### src/rtl/hebp_pkg.sv
// types and constants of the huffman encoder bit packer
// no dependencies
package hebp_pkg;

  localparam int TABLE_DEPTH = 256;
  localparam int CMD_W       = 2;
  localparam int SYM_W       = 8;
  localparam int CLEN_W      = 6;
  localparam int CODE_W      = 32;
  localparam int BYTE_W      = 8;
  localparam int PAD_W       = 3;
  localparam int IN_DATA_W   = 48;

  localparam logic [CMD_W-1:0] CMD_LOAD   = 2'd0;
  localparam logic [CMD_W-1:0] CMD_ENCODE = 2'd1;
  localparam logic [CMD_W-1:0] CMD_FLUSH  = 2'd2;

  typedef struct packed {
    logic load_we;
    logic rd_en;
    logic capture;
    logic step;
    logic flush;
  } ctrl_cmd_t;

  typedef struct packed {
    logic rem_zero;
    logic can_step;
    logic step_ends;
    logic out_free;
  } dp_status_t;

endpackage

### src/rtl/hebp_ctrl.sv
// controller state machine of the huffman encoder bit packer
// depends on hebp_pkg
module hebp_ctrl (
  input  logic                         clk,
  input  logic                         rst_n,
  input  logic                         in_valid,
  input  logic [hebp_pkg::CMD_W-1:0]   in_command,
  input  hebp_pkg::dp_status_t         sts,
  output logic                         in_ready,
  output hebp_pkg::ctrl_cmd_t          cmd
);

  typedef enum logic [3:0] {
    S_IDLE   = 4'b0001,
    S_LOOKUP = 4'b0010,
    S_EMIT   = 4'b0100,
    S_FLUSH  = 4'b1000
  } state_t;

  state_t state_r, state_nxt;

  always_comb begin
    state_nxt = state_r;
    cmd       = '0;
    in_ready  = 1'b0;
    unique case (state_r)
      S_IDLE: begin
        in_ready = 1'b1;
        if (in_valid) begin
          unique case (in_command)
            hebp_pkg::CMD_LOAD: begin
              cmd.load_we = 1'b1;
            end
            hebp_pkg::CMD_ENCODE: begin
              cmd.rd_en = 1'b1;
              state_nxt = S_LOOKUP;
            end
            hebp_pkg::CMD_FLUSH: begin
              state_nxt = S_FLUSH;
            end
            default: begin
            end
          endcase
        end
      end
      S_LOOKUP: begin
        cmd.capture = 1'b1;
        state_nxt   = S_EMIT;
      end
      S_EMIT: begin
        if (sts.rem_zero) begin
          state_nxt = S_IDLE;
        end else if (sts.can_step) begin
          cmd.step = 1'b1;
          if (sts.step_ends) begin
            state_nxt = S_IDLE;
          end
        end
      end
      S_FLUSH: begin
        if (sts.out_free) begin
          cmd.flush = 1'b1;
          state_nxt = S_IDLE;
        end
      end
      default: begin
        state_nxt = S_IDLE;
      end
    endcase
  end

  always_ff @(posedge clk) begin
    if (!rst_n) begin
      state_r <= S_IDLE;
    end else begin
      state_r <= state_nxt;
    end
  end

endmodule

### config.mk
export PLATFORM = sky130hd
export DESIGN_NAME = hebp_ctrl
export DESIGN_NICKNAME = d
export VERILOG_FILES = /design/src/rtl/hebp_pkg.sv /design/src/rtl/hebp_ctrl.sv
export SDC_FILE = /design/constraint.sdc
export NUM_CORES = 1
export LEC_CHECK = 0
export BUFFER_PORTS_ARGS = -buffer_cell sky130_fd_sc_hd__buf_2
export CAP_MARGIN = 15
export CORE_AREA = 2 2 39 41
export DETAILED_ROUTE_END_ITERATION = 16
export DIE_AREA = 0 0 41 43
export PLACE_DENSITY = 0.43
export SLEW_MARGIN = 20
export SYNTH_ARGS = -nofsm -noshare
export SYNTH_HDL_FRONTEND = slang
export SYNTH_SLANG_ARGS = --single-unit
### constraint.sdc
create_clock -name clk -period 2.6 [get_ports clk]
set_input_delay 0.52 -clock clk [delete_from_list [all_inputs] [get_ports clk]]
set_output_delay 0.52 -clock clk [all_outputs]
set_load 0.02 [all_outputs]
==> metrics.txt <==
ratio of cells with drive above 1 in the final layout=0.431; first-pass GRT wire length=986 µm; Post-Syn Nets=43; n_diodes=0; clk_skew=0.00445 ns; peak supply drop=0.182 mV; yosys warns=0; Layout Cells excl Fill=67; Synth cell types=21; Pwr Density=588 mW/mm²; DR iter-0 viols=3; sequential share of power=0.337; Biggest register=state_r; I/O pin cnt=15; hold_buf cts=0; worst-skew pair later-pin latency=0.23 ns; port buffer count=14; final setup violation count=0; DR WL/cell=9.64 µm; Setup CP Type=reg -> out; ys flop type=dfxtp_1; GPL Wtd Cong=0.613; WL final=646 µm; Post-Syn Instances=34; Top Family by Delay on Critical Path=simple AND/OR/NAND/NOR gates; LEAKAGE=0.197 nW; P_sw=0.0773 mW; Hold Path Class=in -> reg; Area contributors post-synth=dfxtp_1 (27%), nor4b_4 (8.1%), and2_1 (6.4%); Seq/Total Area, Yosys=0.271; vias in the first global route=247; post-CTS setup buffer count=0; Die Y=43 µm; fillers=148; Final Hold Viols=0; H-tree depth=1; Max Slew Vio Count=0; CTS tree=built; biggest regs=state_r (4); Root Driver=clkbuf_4; Post-Syn Area=295 µm²; Area Overhead vs Synth=38.1%; Slew Limit Headroom=0.787; cell taking the most area after synthesis=dfxtp_1; global route total overflow=0; clock buffer count from CTS=3; CP required=2.08 ns; CP Launch Type=flip-flop; Final TNS setup=0 ns; worst slew pin tran=0.315 ns; clock share of power=0.316; max_cap viols=0; vias per cell=4.25; fin nets=62; Worst-path clk slew=0.04 ns; FF+latch count, synth=4; Crit-path slowest cell=dfxtp_1; Placed Instances=64; Critical Path AT=1.45 ns; Comb power frac=0.347; Crit Path Max Fanout=8; Vias=285; status=finished clean; Resized Gates After CTS=0; EDFF count, synth=0; Sink Count=4; DRC viols=0; Starting Density=0.213; post-layout minimum cycle time=1.97 ns; max reg flops=4; die width=41 µm; cell row count=14; DP Wirelength=518 µm; Int Power=0.163 mW; antenna-violating nets left=0; sequence of cells on the critical path=nor4b_4 > nand2_2 > nor3b_2 > buf_2; Critical path buffers and inverters=1; critical path's largest stage delay=0.45 ns; Total Routing Usage GR=0.0883; Syn Area/Cell=8.68 µm²; period utilization=0.759; CTS max path bufs=2; pin count of the biggest net entering global routing=9; switching part of the total=0.322; asr flop ratio synth=0; Max Fclk=506 MHz; DRT Pass-1 Iters=2; RSZ-0062 raised after global routing=false; die area=0.00176 mm²; core area=0.00138 mm²; initial antenna violation count=0; Synth top area share=0.271; critical path endpoint category=output port
==> cells by family (layout without fill, tap and decap cells) <==
family / after synthesis / in the layout / share of synthesized area
buffers and inverters: 2 / 19 / 0.0254
AO/OA/AOI/OAI: 3 / 3 / 0.0763
flip-flops: 4 / 4 / 0.271
XOR/XNOR: 2 / 2 / 0.0593
AND/OR/NAND/NOR: 22 / 22 / 0.534
multiplexers: 1 / 1 / 0.0339
==> through the flow <==
stage	worst slack, ns	power [mW]	util	hold WS, ns	cell area (µm²)
final	0.625	0.240	0.295	0.561	408
after global routing	0.487	0.260	0.295	0.559	408
after CTS	0.594	0.246	0.295	0.554	408
after detailed placement	0.865	0.166	0.278	0.644	385
after global placement	0.864	0.167	0.278	0.645	385
after floorplan	0.648	0.141	-	0.608	295
==> final timing paths <==
path	from	end	slack (ns)	cells after the start
max reg2reg	state_r[0]	state_r[3]	1.29	4
min reg2reg	state_r[2]	state_r[2]	0.64	1
min	rst_n	state_r[3]	0.56	2
max	state_r[0]	cmd[3]	0.63	4
==> cells in the mapped netlist, types with 2 or more instances <==
cell / n
nor3b_1: 2
dfxtp_1: 4
nor4b_1: 2
inv_1: 2
xnor2_1: 2
and2_1: 3
nor2_1: 4
nand2_1: 2
==> power groups by stage <==
| stage | sequential (mW) | combinational [mW] | clock, mW |
|---|---|---|---|
| after floorplan | 0.0787 | 0.0623 | 0 |
| after global routing | 0.0826 | 0.0923 | 0.0853 |
| after global placement | 0.0825 | 0.0849 | 0 |
| final | 0.0809 | 0.0833 | 0.0758 |
| after detailed placement | 0.0817 | 0.0845 | 0 |
| after CTS | 0.0810 | 0.0848 | 0.0806 |
==> layout by cell type (no fill, tap or decap), types with 2 or more instances in the layout <==
cell	netlist	layout
buf_2	0	14
nor2_1	4	4
dfxtp_1	4	4
and2_1	3	3
clkbuf_4	0	3
nor4b_1	2	2
inv_1	2	2
nor3b_1	2	2
nand2_1	2	2
xnor2_1	2	2
==> layout make-up <==
class / instances / area (µm²) / area share
multi-input combinational: 28 / 208 / 0.509
sequential: 4 / 80.1 / 0.196
timing repair buffer: 14 / 70.1 / 0.172
clock buffer: 3 / 22.5 / 0.0552
tap: 16 / 20.0 / 0.0491
inverter: 2 / 7.51 / 0.0184
==> routing by layer <==
layer	share of wire	vias to the layer above	global-route usage
met5	0	-	0
met4	0	0	0.0800
met3	0.084	0	0.0471
met2	0.42	12	0.0969
met1	0.49	116	0.115
li1	-	157	-
Note: power is estimated with default switching activity, not from simulation.
